File: config.mk
export PLATFORM = sky130hd
export DESIGN_NAME = midi_message_parser_unit
export DESIGN_NICKNAME = d
export VERILOG_FILES = /design/src/rtl/mmp_pkg.sv /design/src/rtl/mmp_step.sv /design/src/rtl/midi_message_parser_unit.sv
export SDC_FILE = /design/constraint.sdc
export NUM_CORES = 1
export LEC_CHECK = 0
export ABC_AREA = 1
export BUFFER_PORTS_ARGS = -buffer_cell sky130_fd_sc_hd__buf_2
export CELL_PAD_IN_SITES_DETAIL_PLACEMENT = 0
export CELL_PAD_IN_SITES_GLOBAL_PLACEMENT = 1
export CORE_ASPECT_RATIO = 1.75
export CORE_MARGIN = 8
export CORE_UTILIZATION = 50
export CTS_BUF_LIST = sky130_fd_sc_hd__clkbuf_4 sky130_fd_sc_hd__clkbuf_8
export DETAILED_ROUTE_END_ITERATION = 16
export PLACE_DENSITY_LB_ADDON = 0.1
export SYNTH_ARGS = -nofsm -noshare
export SYNTH_HDL_FRONTEND = slang
export SYNTH_SLANG_ARGS = --single-unit
File: constraint.sdc
create_clock -name clk -period 5.73 [get_ports clk]
set_clock_uncertainty 0.1 [all_clocks]
set_input_delay 0.8595 -clock clk [delete_from_list [all_inputs] [get_ports clk]]
set_output_delay 0.8595 -clock clk [all_outputs]
set_load 0.005 [all_outputs]
File: src/rtl/mmp_pkg.sv
// MIDI message parser package: message kinds, byte codes, register indexes
// and the structs passed between the parser step and the top level.
// No dependencies.
package mmp_pkg;

  localparam int CFG_IDX_W  = 2;
  localparam int CFG_DATA_W = 5;

  localparam int unsigned CHANNELS_USED_RESET = 16;

  typedef enum logic [CFG_IDX_W-1:0] {
    CFG_CHANNEL_OFFSET = 2'd0,
    CFG_CHANNELS_USED  = 2'd1,
    CFG_ZERO_VEL_OFF   = 2'd2
  } cfg_idx_t;

  typedef enum logic [2:0] {
    KIND_NOTE_OFF   = 3'd0,
    KIND_NOTE_ON    = 3'd1,
    KIND_CONTROL    = 3'd2,
    KIND_PITCH_BEND = 3'd3,
    KIND_CLOCK      = 3'd4,
    KIND_START      = 3'd5,
    KIND_CONTINUE   = 3'd6,
    KIND_STOP       = 3'd7
  } msg_kind_t;

  // status byte upper nibbles of supported channel messages
  localparam logic [3:0] ST_NOTE_OFF   = 4'h8;
  localparam logic [3:0] ST_NOTE_ON    = 4'h9;
  localparam logic [3:0] ST_CONTROL    = 4'hB;
  localparam logic [3:0] ST_PITCH_BEND = 4'hE;

  // supported realtime bytes
  localparam logic [7:0] RT_CLOCK    = 8'hF8;
  localparam logic [7:0] RT_START    = 8'hFA;
  localparam logic [7:0] RT_CONTINUE = 8'hFB;
  localparam logic [7:0] RT_STOP     = 8'hFC;

  typedef enum logic [2:0] {
    POS_IDLE = 3'b001,
    POS_D1   = 3'b010,
    POS_D2   = 3'b100
  } pos_t;

  typedef struct packed {
    logic       rs_valid;
    logic [1:0] rs_kind;
    logic [3:0] rs_chan;
    logic [1:0] pend_kind;
    logic [3:0] pend_chan;
    logic [6:0] pend_d1;
    pos_t       pos;
  } parse_state_t;

  typedef struct packed {
    logic [3:0]            channel_offset;
    logic [CFG_DATA_W-1:0] channels_used;
    logic                  zero_vel_off;
  } cfg_t;

  typedef struct packed {
    logic       valid;
    msg_kind_t  kind;
    logic [3:0] channel;
    logic [6:0] d1;
    logic [6:0] d2;
  } result_t;

endpackage

File: src/rtl/mmp_step.sv
// MIDI message parser step: next parser state and the filtered result
// for one received byte. Depends on mmp_pkg.
module mmp_step (
  input  logic [7:0]           rx_byte,
  input  mmp_pkg::parse_state_t cur,
  input  mmp_pkg::cfg_t        cfg,
  output mmp_pkg::parse_state_t nxt,
  output mmp_pkg::result_t     res
);
  import mmp_pkg::*;

  logic       rt_hit;
  msg_kind_t  rt_kind;
  logic       ch_hit;
  logic [1:0] ch_kind;
  logic       emit_rt;
  logic       emit_ch;
  logic [4:0] diff;
  logic       keep;
  msg_kind_t  kind;

  always_comb begin
    rt_hit  = 1'b1;
    rt_kind = KIND_CLOCK;
    unique case (rx_byte)
      RT_CLOCK:    rt_kind = KIND_CLOCK;
      RT_START:    rt_kind = KIND_START;
      RT_CONTINUE: rt_kind = KIND_CONTINUE;
      RT_STOP:     rt_kind = KIND_STOP;
      default:     rt_hit  = 1'b0;
    endcase
  end

  always_comb begin
    ch_hit  = 1'b1;
    ch_kind = KIND_NOTE_OFF[1:0];
    unique case (rx_byte[7:4])
      ST_NOTE_OFF:   ch_kind = KIND_NOTE_OFF[1:0];
      ST_NOTE_ON:    ch_kind = KIND_NOTE_ON[1:0];
      ST_CONTROL:    ch_kind = KIND_CONTROL[1:0];
      ST_PITCH_BEND: ch_kind = KIND_PITCH_BEND[1:0];
      default:       ch_hit  = 1'b0;
    endcase
  end

  always_comb begin
    nxt     = cur;
    emit_rt = 1'b0;
    emit_ch = 1'b0;
    unique case (cur.pos)
      POS_IDLE: begin
        if (!rx_byte[7]) begin
          if (cur.rs_valid) begin
            nxt.pend_kind = cur.rs_kind;
            nxt.pend_chan = cur.rs_chan;
            nxt.pend_d1   = rx_byte[6:0];
            nxt.pos       = POS_D2;
          end else begin
            nxt.rs_valid = 1'b0;
          end
        end else if (rt_hit) begin
          emit_rt = 1'b1;
        end else if (ch_hit) begin
          nxt.pend_kind = ch_kind;
          nxt.pend_chan = rx_byte[3:0];
          nxt.pos       = POS_D1;
        end else begin
          nxt.rs_valid = 1'b0;
        end
      end
      POS_D1: begin
        if (rx_byte[7]) begin
          emit_rt = rt_hit;
        end else begin
          nxt.pend_d1 = rx_byte[6:0];
          nxt.pos     = POS_D2;
        end
      end
      POS_D2: begin
        if (rx_byte[7]) begin
          emit_rt = rt_hit;
        end else begin
          nxt.pos      = POS_IDLE;
          nxt.rs_valid = 1'b1;
          nxt.rs_kind  = cur.pend_kind;
          nxt.rs_chan  = cur.pend_chan;
          emit_ch      = 1'b1;
        end
      end
      default: nxt.pos = POS_IDLE;
    endcase
  end

  // channel minus offset; a borrow means the 4-bit channel wrapped high
  assign diff = {1'b0, cur.pend_chan} - {1'b0, cfg.channel_offset};

  always_comb begin
    keep = 1'b0;
    kind = rt_kind;
    if (emit_rt) begin
      keep = (cfg.channels_used != '0);
    end else if (emit_ch) begin
      keep = !diff[4] && ({1'b0, diff[3:0]} < cfg.channels_used);
      kind = msg_kind_t'({1'b0, cur.pend_kind});
      if (cfg.zero_vel_off && kind == KIND_NOTE_ON && rx_byte[6:0] == 7'd0) begin
        kind = KIND_NOTE_OFF;
      end
    end
    res.valid   = (emit_rt || emit_ch) && keep;
    res.kind    = kind;
    res.channel = emit_ch ? diff[3:0] : 4'd0;
    res.d1      = emit_ch ? cur.pend_d1 : 7'd0;
    res.d2      = emit_ch ? rx_byte[6:0] : 7'd0;
  end

endmodule

File: src/rtl/midi_message_parser_unit.sv
// MIDI message parser with running status. One received byte is taken per
// cycle unless stalled; a completed note off, note on, control change or
// pitch bend message, or a clock, start, continue or stop byte, that passes
// the channel filter appears on the result channel. The byte is parsed
// against the parser state registers in the cycle it is accepted and the
// result lands in an output register backed by one skid entry, so input
// stalls only when both hold untaken results. Depends on mmp_pkg, mmp_step.
module midi_message_parser_unit (
  input  logic                            clk,
  input  logic                            rst_n,
  input  logic                            in_valid,
  output logic                            in_ready,
  input  logic [7:0]                      in_rx_byte,
  output logic                            out_valid,
  input  logic                            out_ready,
  output logic [2:0]                      out_msg_kind,
  output logic [3:0]                      out_msg_channel,
  output logic [6:0]                      out_first_data,
  output logic [6:0]                      out_second_data,
  input  logic                            cfg_valid,
  output logic                            cfg_ready,
  input  logic [mmp_pkg::CFG_IDX_W-1:0]   cfg_index,
  input  logic [mmp_pkg::CFG_DATA_W-1:0]  cfg_data
);
  import mmp_pkg::*;

  parse_state_t st_r, st_nxt;
  cfg_t         cfg_r;
  result_t      res;
  result_t      out_r, skid_r;
  logic         in_xfer, out_xfer;

  assign in_ready  = !skid_r.valid;
  assign cfg_ready = 1'b1;
  assign in_xfer   = in_valid && in_ready;
  assign out_xfer  = out_r.valid && out_ready;

  mmp_step u_step (
    .rx_byte (in_rx_byte),
    .cur     (st_r),
    .cfg     (cfg_r),
    .nxt     (st_nxt),
    .res     (res)
  );

  always_ff @(posedge clk) begin
    if (!rst_n) begin
      st_r.rs_valid <= 1'b0;
      st_r.pos      <= POS_IDLE;
    end else if (in_xfer) begin
      st_r <= st_nxt;
    end
  end

  always_ff @(posedge clk) begin
    if (!rst_n) begin
      cfg_r.channel_offset   <= 4'd0;
      cfg_r.channels_used    <= CFG_DATA_W'(CHANNELS_USED_RESET);
      cfg_r.zero_vel_off     <= 1'b1;
    end else if (cfg_valid) begin
      unique case (cfg_index)
        CFG_CHANNEL_OFFSET: cfg_r.channel_offset <= cfg_data[3:0];
        CFG_CHANNELS_USED:  cfg_r.channels_used  <= cfg_data;
        CFG_ZERO_VEL_OFF:   cfg_r.zero_vel_off   <= cfg_data[0];
        default: ;
      endcase
    end
  end

  always_ff @(posedge clk) begin
    if (!rst_n) begin
      out_r.valid  <= 1'b0;
      skid_r.valid <= 1'b0;
    end else begin
      if (!out_r.valid || out_xfer) begin
        if (skid_r.valid) begin
          out_r        <= skid_r;
          skid_r.valid <= 1'b0;
        end else if (in_xfer && res.valid) begin
          out_r <= res;
        end else begin
          out_r.valid <= 1'b0;
        end
      end else if (in_xfer && res.valid) begin
        skid_r <= res;
      end
    end
  end

  assign out_valid       = out_r.valid;
  assign out_msg_kind    = out_r.kind;
  assign out_msg_channel = out_r.channel;
  assign out_first_data  = out_r.d1;
  assign out_second_data = out_r.d2;

  a_skid_needs_out: assert property (@(posedge clk) disable iff (!rst_n)
    skid_r.valid |-> out_r.valid)
    else $error("skid entry held with output register empty");

  a_rt_zero_fields: assert property (@(posedge clk) disable iff (!rst_n)
    (out_r.valid && out_r.kind[2]) |->
      (out_r.channel == 4'd0 && out_r.d1 == 7'd0 && out_r.d2 == 7'd0))
    else $error("realtime result with nonzero fields");

  a_reset_idle: assert property (@(posedge clk)
    $past(!rst_n) |-> (st_r.pos == POS_IDLE && !st_r.rs_valid && !out_r.valid))
    else $error("parser not idle after reset");

  a_stall_holds: assert property (@(posedge clk) disable iff (!rst_n)
    (skid_r.valid && !out_ready) |=> (skid_r.valid && $stable(skid_r)))
    else $error("skid entry changed while stalled");

endmodule
* Word-level counts from Yosys, hierarchy flattened
Index checks and enable logic that the tools add are counted.
Word-level totals: register bits after elaboration 77, output and inout bits 24, word-level logic and storage cells 121
Operators by class: add/sub/neg operators 1, $lt $le $gt $ge 1, eq/ne operators 24, muxes and demuxes 39, bitwise operators 3, reductions and logical operators 33
Operators by type and width (count):
- $eq 8x8->1 const B | 4
- $mux 7 | 4
- $mux 22 | 1
- $mux 21 | 1
- $mux 3 | 6
- $mux 6 | 3
- $reduce_and 6->1 | 3
- $eq 4x4->1 const B | 4
- $mux 16 | 1
- $mux 1 | 14
- $pmux 7 s2 | 1
- $pmux 2 s3 | 2
- $mux 10 | 1
- $ne 2x2->1 const B | 5
- $ne 3x3->1 const B | 3
- $pmux 3 s3 | 1
- $reduce_bool 2->1 | 4
- $reduce_or 4->1 | 2
- $logic_and 1x1->1 | 7
- $logic_not 7->1 | 1
- $reduce_and 2->1 | 3
- $reduce_and 3->1 | 2
- $lt 4x5->1 | 1
- $reduce_and 5->1 | 1
- other kinds (18) | 26

* Depth between registers and ports, before layout
Gate-level depths: netlist of run 1.
depth in word-level cells 11, gate-level depth with buffers 19, gate-level depth less buffers 19

* Cells and area by module
A second synthesis of run 1 with hierarchy kept.
Unflattened totals: cells, all modules 439, area, all modules 3877.5 µm²
By module, submodules not included:
- midi_message_parser_unit | times used 1, cells an instance 225, area each 2757.6 µm², seq. area each 2152.1 µm²
- mmp_step | times used 1, cells an instance 214, area each 1119.8 µm², seq. area each 0.0 µm²

* Worst setup path before layout of run 1
No wires, ideal clock.
kind flip-flop to flip-flop, start reg st_r[10] in the netlist's numbering, end reg skid_r[0] in the netlist's numbering (enable), setup time 0.399 ns, data arrival time 2.831 ns, required time 5.231 ns, setup slack 2.400 ns, stages on the path, launching flop included 17, clock period less this slack 3.330 ns, cells stage by stage edfxtp_1 -> inv_1 -> ha_1 -> inv_1 -> fa_1 -> nor2_1 -> nor2_1 -> ha_1 -> nand2_1 -> nand2_1 -> nand2_1 -> nand2_1 -> nor2_1 -> nand2_1 -> o21ai_2 -> nand2_2 -> nor2_1
Between the ends: word-level cells in the longest chain between the ends 8
RTL lines:
- start: declaration | line midi_message_parser_unit.sv:27 | parse_state_t st_r, st_nxt;
- start signal: assignment | line midi_message_parser_unit.sv:51 | st_r <= st_nxt;
- $sub 4x4->5 (*) | line mmp_step.sv:95 | assign diff = {1'b0, cur.pend_chan} - {1'b0, cfg.channel_offset};
- $lt 4x5->1 or $logic_not 1->1 (tied branches) | line mmp_step.sv:103 | keep = !diff[4] && ({1'b0, diff[3:0]} < cfg.channels_used);
- $logic_and 1x1->1 (*) | line mmp_step.sv:103
- $mux 1 (*) | line mmp_step.sv:102 | end else if (emit_ch) begin
- $mux 1 (*) | line mmp_step.sv:100 | if (emit_rt) begin
- $logic_and 1x1->1 (*) | line mmp_step.sv:109 | res.valid = (emit_rt || emit_ch) && keep;
- $logic_and 1x1->1 (*) | line midi_message_parser_unit.sv:84 | end else if (in_xfer && res.valid) begin
- $reduce_and 3->1 (no line) (*)
- end signal: assignment | line midi_message_parser_unit.sv:85 | skid_r <= res;
- end: declaration | line midi_message_parser_unit.sv:30 | result_t out_r, skid_r;
Every way passes the cells marked *; elsewhere a longest branch is shown, timed or not. A chain may end at the register's enable or synchronous reset.

* Worst setup path after layout of run 1
start reg st_r[10] in the netlist's numbering, end reg out_r, in the netlist out_first_data[6] (enable)
Between the ends: word-level cells in the longest chain between the ends 9
RTL lines:
- $sub 4x4->5 (*) | line mmp_step.sv:95
- $lt 4x5->1 or $logic_not 1->1 (tied branches) | line mmp_step.sv:103
- $logic_and 1x1->1 (*) | line mmp_step.sv:103
- $mux 1 (*) | line mmp_step.sv:102
- $mux 1 (*) | line mmp_step.sv:100
- $logic_and 1x1->1 (*) | line mmp_step.sv:109
- $logic_and 1x1->1 (*) | line midi_message_parser_unit.sv:79 | end else if (in_xfer && res.valid) begin
- $reduce_bool 2->1 (no line) (*)
- $reduce_and 3->1 (no line) (*)
- end signal: assignment | line midi_message_parser_unit.sv:77 | out_r <= skid_r;
- end signal: assignment | line midi_message_parser_unit.sv:80 | out_r <= res;
- end: declaration | line midi_message_parser_unit.sv:30
Marks and branches as above.

==> results of run 1 <==
-- cell type report --
type / count / area, um2
sequential: 77 / 2150
multi-input combinational: 221 / 1080
tap: 84 / 105
fill: 620 / 2840
clock inverter: 5 / 75.1
inverter: 48 / 180
clock buffer: 11 / 139
timing repair buffer: 45 / 233
-- power by group through the flow --
| stage | combinational, uW | clock (uW) | sequential, uW |
|---|---|---|---|
| finish | 114 | 441 | 621 |
| global route | 131 | 472 | 622 |
| CTS | 115 | 453 | 621 |
| detailed placement | 114 | 0 | 634 |
| global placement | 112 | 0 | 633 |
| floorplan | 82.2 | 0 | 631 |
-- cell usage after synthesis (2+ instances only) --
cell type,count,share of area
inv_2,4,0.0043
nor2_2,2,0.0036
ha_1,7,0.025
nand2_1,98,0.11
nor2_4,2,0.0065
o211ai_1,2,0.0043
edfxtp_1,61,0.53
nor2_1,33,0.036
nand4_1,5,0.0090
nand3_1,13,0.019
clkbuf_1,6,0.0065
dfxtp_1,16,0.092
nor3_1,4,0.0058
a21oi_1,11,0.016
inv_1,44,0.048
o21ai_0,24,0.035
nand3_2,3,0.0087
buf_4,2,0.0043
o21ai_1,2,0.0029
nand2_2,7,0.013
-- worst min-delay path, stage by stage (launching register included) --
cell and delay [ns]:
dfxtp_1 0.30, inv_1 0.06, a21oi_1 0.05
-- registers in the layout (all words and copies together), names as in the netlist --
register and count:
st_r 23, skid_r 22, cfg_r 10, out_first_data 7, out_second_data 7, out_msg_channel 4
out_msg_kind 3, out_valid 1
-- how the worst max path moves through the flow --
stage             start                  to  depth (start not counted)
3_3_place_gp   st_r[12]  out_second_data[0]                         17
5_1_grt        st_r[10]  out_second_data[6]                         18
3_5_place_dp   st_r[12]  out_msg_channel[1]                         17
4_1_cts        st_r[10]  out_msg_channel[0]                         18
2_1_floorplan  st_r[10]           skid_r[0]                         16
6_report       st_r[10]   out_first_data[6]                         18
-- through the flow --
stage,instances,total power [uW]
4_1_cts,491,1190
2_1_floorplan,356,713
3_5_place_dp,475,748
6_report,491,1180
5_1_grt,491,1220
3_3_place_gp,475,745
-- cells by family (layout without fill, tap and decap cells) --
| kind of cell | Yosys count | count (layout) |
|---|---|---|
| buffers and inverters | 58 | 109 |
| adders and majority gates | 8 | 8 |
| DFF | 77 | 77 |
| AOI/OAI and AO/OA | 43 | 43 |
| and+or+nand+nor | 168 | 168 |
| xor gates and xnor gates | 1 | 1 |
| other | 1 | 1 |
-- layer usage --
layer  global-route usage  up-vias
met5                    0        -
met4                0.101        0
met3               0.0406       17
met2                0.276       65
met1                0.151     1140
li1                     -     1262
==> qor.txt, run 1 <==
crit-path cells = inv_1, ha_1, inv_1, fa_1, nor2_1, nor2_1, ha_1, nand2_1, nand2_1, nand2_1, nand2_1, nor2_1, nand2_1, o21ai_2, nand2_2, nand2_2, nand2_2, nor2_2
final setup vio count = 0
RR Startpoint = st_r[10]
antenna fix cells = 0
IO Count = 44
post_cts resized = 0
Final Net Count = 430
RSZ-0062 raised after global routing = no
mux contribution to synthesized area = 0
cell count of the worst reg-to-reg path = 18
minimum clock period = 3.48 ns
Root Driver = clkbuf_8
Die Span Y = 126 um
Slew headroom = 0.327
DRT Pass-1 Iters = 4
Post-CTS Hold Fix Bufs = 0
met3 wire length = 409 um
FF+latch count, synth = 77
worst reg2reg setup slack = 2.25 ns
core region area = 6810 um2
layout cells sized above 1 = 0.194
Combinational Power Share = 0.097
Synthesized Nets = 384
Post-CTS Setup Bufs = 0
fin util = 0.583
top sig layer = met4
post-synthesis simple-gate area fraction = 0.211
Compound-Gate Fraction of Synth Area = 0.0667
H-tree depth = 3
Hold Crit Class = flip-flop to flip-flop
DRC violations left = 0
Sw Ratio = 0.233
Max stage delay on crit path = 0.77 ns
maximum vdd ir drop = 0.000191 V
crit end category = flip-flop
most frequent cells in the layout = nand2_1, edfxtp_1, inv_1, buf_2, nor2_1
Primary FF master, synth = edfxtp_1
Internal = 901 uW
Post-Route WL = 7220 um
CP startpoint kind = flip-flop
DR vias/cell = 5.06
WHS Endpoint = cfg_r[9]
routed length on met1 = 2590 um
Syn Inst Count = 356
GRT overflow = 0
CTS tree = built
Detailed Place HPWL = 5600 um
share of power burned in registers = 0.528
critical path fanouts, max = 21
Synth Cell Area = 3470 um2
initial antenna violation count = 0
first-pass GRT wire length = 11,800 um
CP top delay family = simple AND/OR/NAND/NOR gates
max frequency = 287 MHz
Clk Latency, worst-skew pair = 0.35 ns
Post-Synth Adder-Cell Area = 0.0310
actual slew at the worst max-slew pin = 1.01 ns
Fin. Hold Viols = 0
final hold slack = 0.357 ns
Initial Util = 0.510
Max-Cap Viols = 0
Worst R2R End = out_first_data[6]
Post-synth EDFFs = 61
Vias = 2,484
antenna-violating nets left = 0
Worst Min Path Start = cfg_r[9]
sequential fraction of the synthesis area = 0.620
synthesis-to-layout area growth = 14.3%
PwrDens = 296 nW/um2
Avg Inst Size Synth = 9.75 um2
Clock Path Buffers = 2
Pleak = 0.00175 uW
met2 wire len = 3960 um
Critical path buffers and inverters = 2
pin count of the biggest net entering global routing = 33
switching power = 274 uW
CTS clk-pin slew, worst paths = 0.07 ns
main combinational cell family by area after synthesis = simple AND/OR/NAND/NOR gates
Clk pwr share = 0.375
worst setup margin = 2.25 ns
status = completed
pre-CTS WS = 2.23 ns
placed cell areas = 3750 um2
Final Cycle Share = 0.608
drt wl/cell = 14.7 um
clk sinks = 77
vias in the first global route = 2,479
Hold Path Cell Cnt = 2
Worst path slowest cell = nor2_2
Yosys cell types = 30
CP Data Arrival Time = 3.36 ns
ys async rst share = 0
Num CTS Buffers = 9
most common cell after layout, fill and taps aside = nand2_1
std cell rows = 40
post-synthesis xor/xnor area fraction = 0.00252
GRT Total Usage = 0.155
fin. max-slew vios = 0
Die ar. = 9970 um2
CP most frequent cell = nand2_1
CP Class = flip-flop to flip-flop
Die Wd = 79.0 um
Starting DRT DRC Count = 224
Final TNS setup = 0 ns
Ys Warns = 0
Final Cell Area = 3970 um2
routability congestion estimate = 0.868
critical path required time = 5.60 ns
input/output buffers = 42
Power figures use the tool's default switching activity.
==> run 2: changes to the inputs <==
Settings changed: CORE_UTILIZATION 50 to 42.
Clock period 5.73 ns to 2.9 ns, I/O delays scaled along.
==> run 2 against run 1 <==
Global-route usage is 2.0 points lower. Cell area is 2.1% higher. Worst setup slack worse by 2.2 ns. Utilization is 8.6 points lower. Power is 98% higher. Critical path type unchanged. Critical endpoint is now skid_r[7].
==> qor.txt, run 2 (synthesis gave the netlist of run 1 again) <==
flip-flop count of the largest register after layout = 23
DRC violations left = 0
Final Cycle Share = 0.967
RR Startpoint = st_r[10]
DRT Pass-1 Iters = 4
critical path required time = 2.86 ns
vias in the first global route = 2,467
Pleak = 0.00178 uW
Filler Cell Count = 788
Root Driver = clkbuf_8
Critical path origin = st_r[10]
first-pass GRT wire length = 11,900 um
H-tree depth = 3
Hold Crit Class = input pin to flip-flop
Sequential cell area = 2150 um2
Slew headroom = 0.647
drt wl/cell = 14.5 um
clk sinks = 77
status = completed
CP Data Arrival Time = 2.76 ns
placed cells = 487
synthesis-to-layout area growth = 16.8%
initial antenna violation count = 0
Die Wd = 84.7 um
Fin. Hold Viols = 0
Die ar. = 11,500 um2
core region area = 8150 um2
RSZ-0062 raised after global routing = yes
GRT overflow = 0
Largest Register = st_r
Clock Path Buffers = 2
Worst Min Path Start = in_rx_byte[4]
PwrDens = 573 nW/um2
Clk Latency, worst-skew pair = 0.35 ns
routability congestion estimate = 0.838
DR vias/cell = 4.82
Final Net Count = 434
Die Span Y = 136 um
antenna fix cells = 0
area of the multi-input gates = 1100 um2
pre-CTS WS = 0.00212 ns
total power = 2320 uW
CP Class = flip-flop to flip-flop
CTS tree = built
Post-CTS Hold Fix Bufs = 0
CTS clk-pin slew, worst paths = 0.08 ns
actual slew at the worst max-slew pin = 0.525 ns
antenna-violating nets left = 0
fin. max-slew vios = 0
layout cells sized above 1 = 0.214
most common cell after layout, fill and taps aside = nand2_1
Detailed Place HPWL = 5540 um
maximum vdd ir drop = 0.000282 V
IO Count = 44
std cell rows = 44
Post-CTS Setup Bufs = 0
max frequency = 357 MHz
Initial Util = 0.426
pin count of the biggest net entering global routing = 31
Starting DRT DRC Count = 139
final setup vio count = 0
minimum clock period = 2.80 ns
Max-Cap Viols = 0
crit end category = flip-flop
worst setup margin = 0.0959 ns
Post-Route WL = 7280 um
most frequent cells in the layout = nand2_1, edfxtp_1, inv_1, buf_2, nor2_1
Num CTS Buffers = 9
number of non-filler instances in the completed layout = 503
critical path fanouts, max = 21
Vias = 2,423
input/output buffers = 42
Top Registers = st_r (23), skid_r (22), cfg_r (10)
GRT Total Usage = 0.135
CP startpoint kind = flip-flop
==> run 2: cell count changes in the layout (fill, tap and decap cells not counted), sizes merged <==
cell	previous run	this run
clkbuf	11	9
clkinv	2	4
buf	45	49
==> run 2: critical path, cell delays in order, from the launching register on <==
cell,delay (ns)
edfxtp_1,0.40
inv_1,0.08
ha_1,0.14
inv_1,0.06
fa_2,0.36
nor2_2,0.13
nor2_1,0.06
ha_1,0.28
nand2_1,0.07
nand2_1,0.05
nand2_1,0.05
nand2_1,0.04
nor2_1,0.09
nand2_1,0.06
o21ai_2,0.06
nand2_2,0.07
buf_4,0.14
nor2_4,0.10
buf_12,0.18
==> run 2: cell type report <==
class,instances,area share
well taps,92,0.0284
repair buffers,49,0.0710
clock buffers,9,0.0306
inverters,48,0.0444
clock inverters,7,0.0222
flip-flops and latches,77,0.531
multi-input cells,221,0.273
==> run 2: final timing paths <==
path | to | slack, ns | cells past startpoint
max reg2reg | skid_r[7] | 0.1 | 18
min reg2reg | cfg_r[9] | 0.36 | 2
min | st_r[7] | 0.20 | 1
max | skid_r[7] | 0.1 | 18
==> run 2: stage by stage <==
step / hold WS [ns] / util / setup TNS, ns / instance area [um2]
5_1_grt: 0.176 / 0.498 / -4.01 / 4050
3_3_place_gp: 0.329 / 0.470 / 0 / 3830
3_5_place_dp: 0.349 / 0.470 / 0 / 3830
4_1_cts: 0.174 / 0.497 / 0 / 4050
2_1_floorplan: 0.326 / - / 0 / 3480
6_report: 0.197 / 0.498 / 0 / 4050
==> run 2: power by group <==
| part | leakage, uW | internal [uW] | switching [uW] |
|---|---|---|---|
| clock | 0.000107 | 480 | 392 |
| combinational | 0.000951 | 77.5 | 149 |
| sequential | 0.000718 | 1210 | 18.3 |
| total | 0.00178 | 1760 | 560 |
==> run 2: per-layer routing <==
layer / share of wire / track usage / vias up
met2: 0.56 / 0.254 / 35
met3: 0.032 / 0.0351 / 9
li1: - / - / 1271
met1: 0.39 / 0.133 / 1108
met4: 0.016 / 0.0658 / 0
met5: 0 / 0 / -
==> run 2: timing repair <==
item                                    CTS  global route
endpoints found under the setup margin    0            42
resized for setup                         0             3
hold endpoints to repair                  0             0
==> run 3: changes to the inputs <==
Settings changed: CORE_UTILIZATION 42 to 50.
Clock period 2.9 ns to 3.5 ns, I/O delays scaled along.
==> run 3 against run 2 <==
Register-to-register slack better by 0.37 ns. First-iteration DRC count is 17% higher. Worst setup slack better by 0.37 ns. Critical path type unchanged. Largest power group unchanged.
==> qor.txt, run 3 (synthesis gave the netlist of run 1 again) <==
Largest Register = st_r
post_cts resized = 0
CP Class = flip-flop to flip-flop
initial antenna violation count = 0
status = completed
Hold Crit Class = input pin to flip-flop
max frequency = 330 MHz
pre-CTS WS = 0.483 ns
first-pass GRT wire length = 11,600 um
Starting DRT DRC Count = 163
share of power burned in registers = 0.540
switching power = 454 uW
DRC violations left = 0
vias in the first global route = 2,400
Filler Cell Count = 646
CTS clk-pin slew, worst paths = 0.07 ns
input/output buffers = 42
Fin. Hold Viols = 0
fin. max-slew vios = 0
layout cells sized above 1 = 0.205
PwrDens = 473 nW/um2
Vias = 2,493
Initial Util = 0.510
Max-Cap Viols = 0
Post-CTS Hold Fix Bufs = 0
std cell rows = 40
routability congestion estimate = 0.852
H-tree depth = 3
Top Registers = st_r (23), skid_r (22), cfg_r (10)
synthesis-to-layout area growth = 14.7%
most common cell after layout, fill and taps aside = nand2_1
Internal = 1430 uW
critical path required time = 3.43 ns
pin count of the biggest net entering global routing = 28
Slew headroom = 0.519
Die Span Y = 126 um
Root Driver = clkbuf_8
Num CTS Buffers = 9
Clock Path Buffers = 2
most frequent cells in the layout = nand2_1, edfxtp_1, inv_1, buf_2, nor2_1
actual slew at the worst max-slew pin = 0.718 ns
CP Data Arrival Time = 2.97 ns
Combinational Power Share = 0.099
Post-CTS Setup Bufs = 0
Sw Ratio = 0.241
DR vias/cell = 5.05
Final Net Count = 433
Final Cell Area = 3980 um2
DRT Pass-1 Iters = 4
RSZ-0062 raised after global routing = no
Pleak = 0.00176 uW
CP startpoint kind = flip-flop
critical path fanouts, max = 21
Final TNS setup = 0 ns
Die Wd = 79.0 um
Die ar. = 9970 um2
IO Count = 44
antenna fix cells = 0
Detailed Place HPWL = 5520 um
Final Cycle Share = 0.867
flip-flop count of the largest register after layout = 23
worst setup margin = 0.466 ns
final setup vio count = 0
core region area = 6810 um2
clk sinks = 77
final hold slack = 0.291 ns
antenna-violating nets left = 0
maximum vdd ir drop = 0.000256 V
fin util = 0.585
minimum clock period = 3.03 ns
crit end category = flip-flop
CTS tree = built
Clk Latency, worst-skew pair = 0.35 ns
Post-Route WL = 7220 um
GRT overflow = 0
placed cell areas = 3780 um2
Clk pwr share = 0.362
GRT Total Usage = 0.152
drt wl/cell = 14.6 um
==> run 3: cell types whose count changed in the layout (fill, tap and decap cells not counted), sizes merged <==
cell	previous run	this run
clkbuf	9	12
bufinv	2	1
buf	49	48
clkinvlp	1	2
clkinv	4	1
==> run 3: final timing paths <==
path          startpoint           endpoint  slack [ns]  depth (start not counted)
max reg2reg     st_r[12]  out_first_data[5]        0.47                         18
max             st_r[12]  out_first_data[5]        0.47                         18
min reg2reg     st_r[10]           st_r[16]        0.36                          0
min          cfg_data[4]           cfg_r[5]        0.29                          3
==> run 3: critical path, cell delays in order, from the launching register on <==
cell	delay [ns]
edfxtp_1	0.40
ha_1	0.37
a21oi_1	0.17
nand2_1	0.10
xnor2_1	0.23
inv_1	0.08
ha_1	0.28
inv_1	0.05
nor2_1	0.04
nand2_1	0.06
nand2_1	0.04
nor2_1	0.09
nand2_1	0.06
o21ai_2	0.06
nand2_2	0.08
nand2_2	0.06
nand2_2	0.06
nor2_2	0.08
buf_4	0.28
==> run 3: metal layers <==
layer | global-route usage | share of wire | vias up
li1 | - | - | 1263
met1 | 0.154 | 0.38 | 1162
met4 | 0.0922 | 0.033 | 0
met3 | 0.0399 | 0.049 | 17
met2 | 0.266 | 0.54 | 51
met5 | 0 | 0 | -
==> run 3: area by class of cell <==
| cell class | instances | area (um2) | share of cell area |
|---|---|---|---|
| flip-flops and latches | 77 | 2150 | 0.541 |
| multi-input cells | 221 | 1080 | 0.273 |
| repair buffers | 48 | 255 | 0.0641 |
| inverters | 48 | 180 | 0.0453 |
| clock buffers | 12 | 153 | 0.0384 |
| well taps | 84 | 105 | 0.0264 |
| clock inverters | 4 | 50.0 | 0.0126 |
==> run 3: per-stage QoR <==
step                      std cells  total power, uW
after CTS                       494             1900
final                           494             1880
after global routing            494             1960
after global placement          478             1220
after detailed placement        478             1220
after floorplan                 356             1170
==> run 3: power groups by stage <==
stage          Combinational, uW  Sequential [uW]  Clock, uW
3_5_place_dp                 186             1040          0
6_report                     185             1020        680
3_3_place_gp                 182             1040          0
2_1_floorplan                134             1030          0
4_1_cts                      188             1020        695
5_1_grt                      210             1020        737
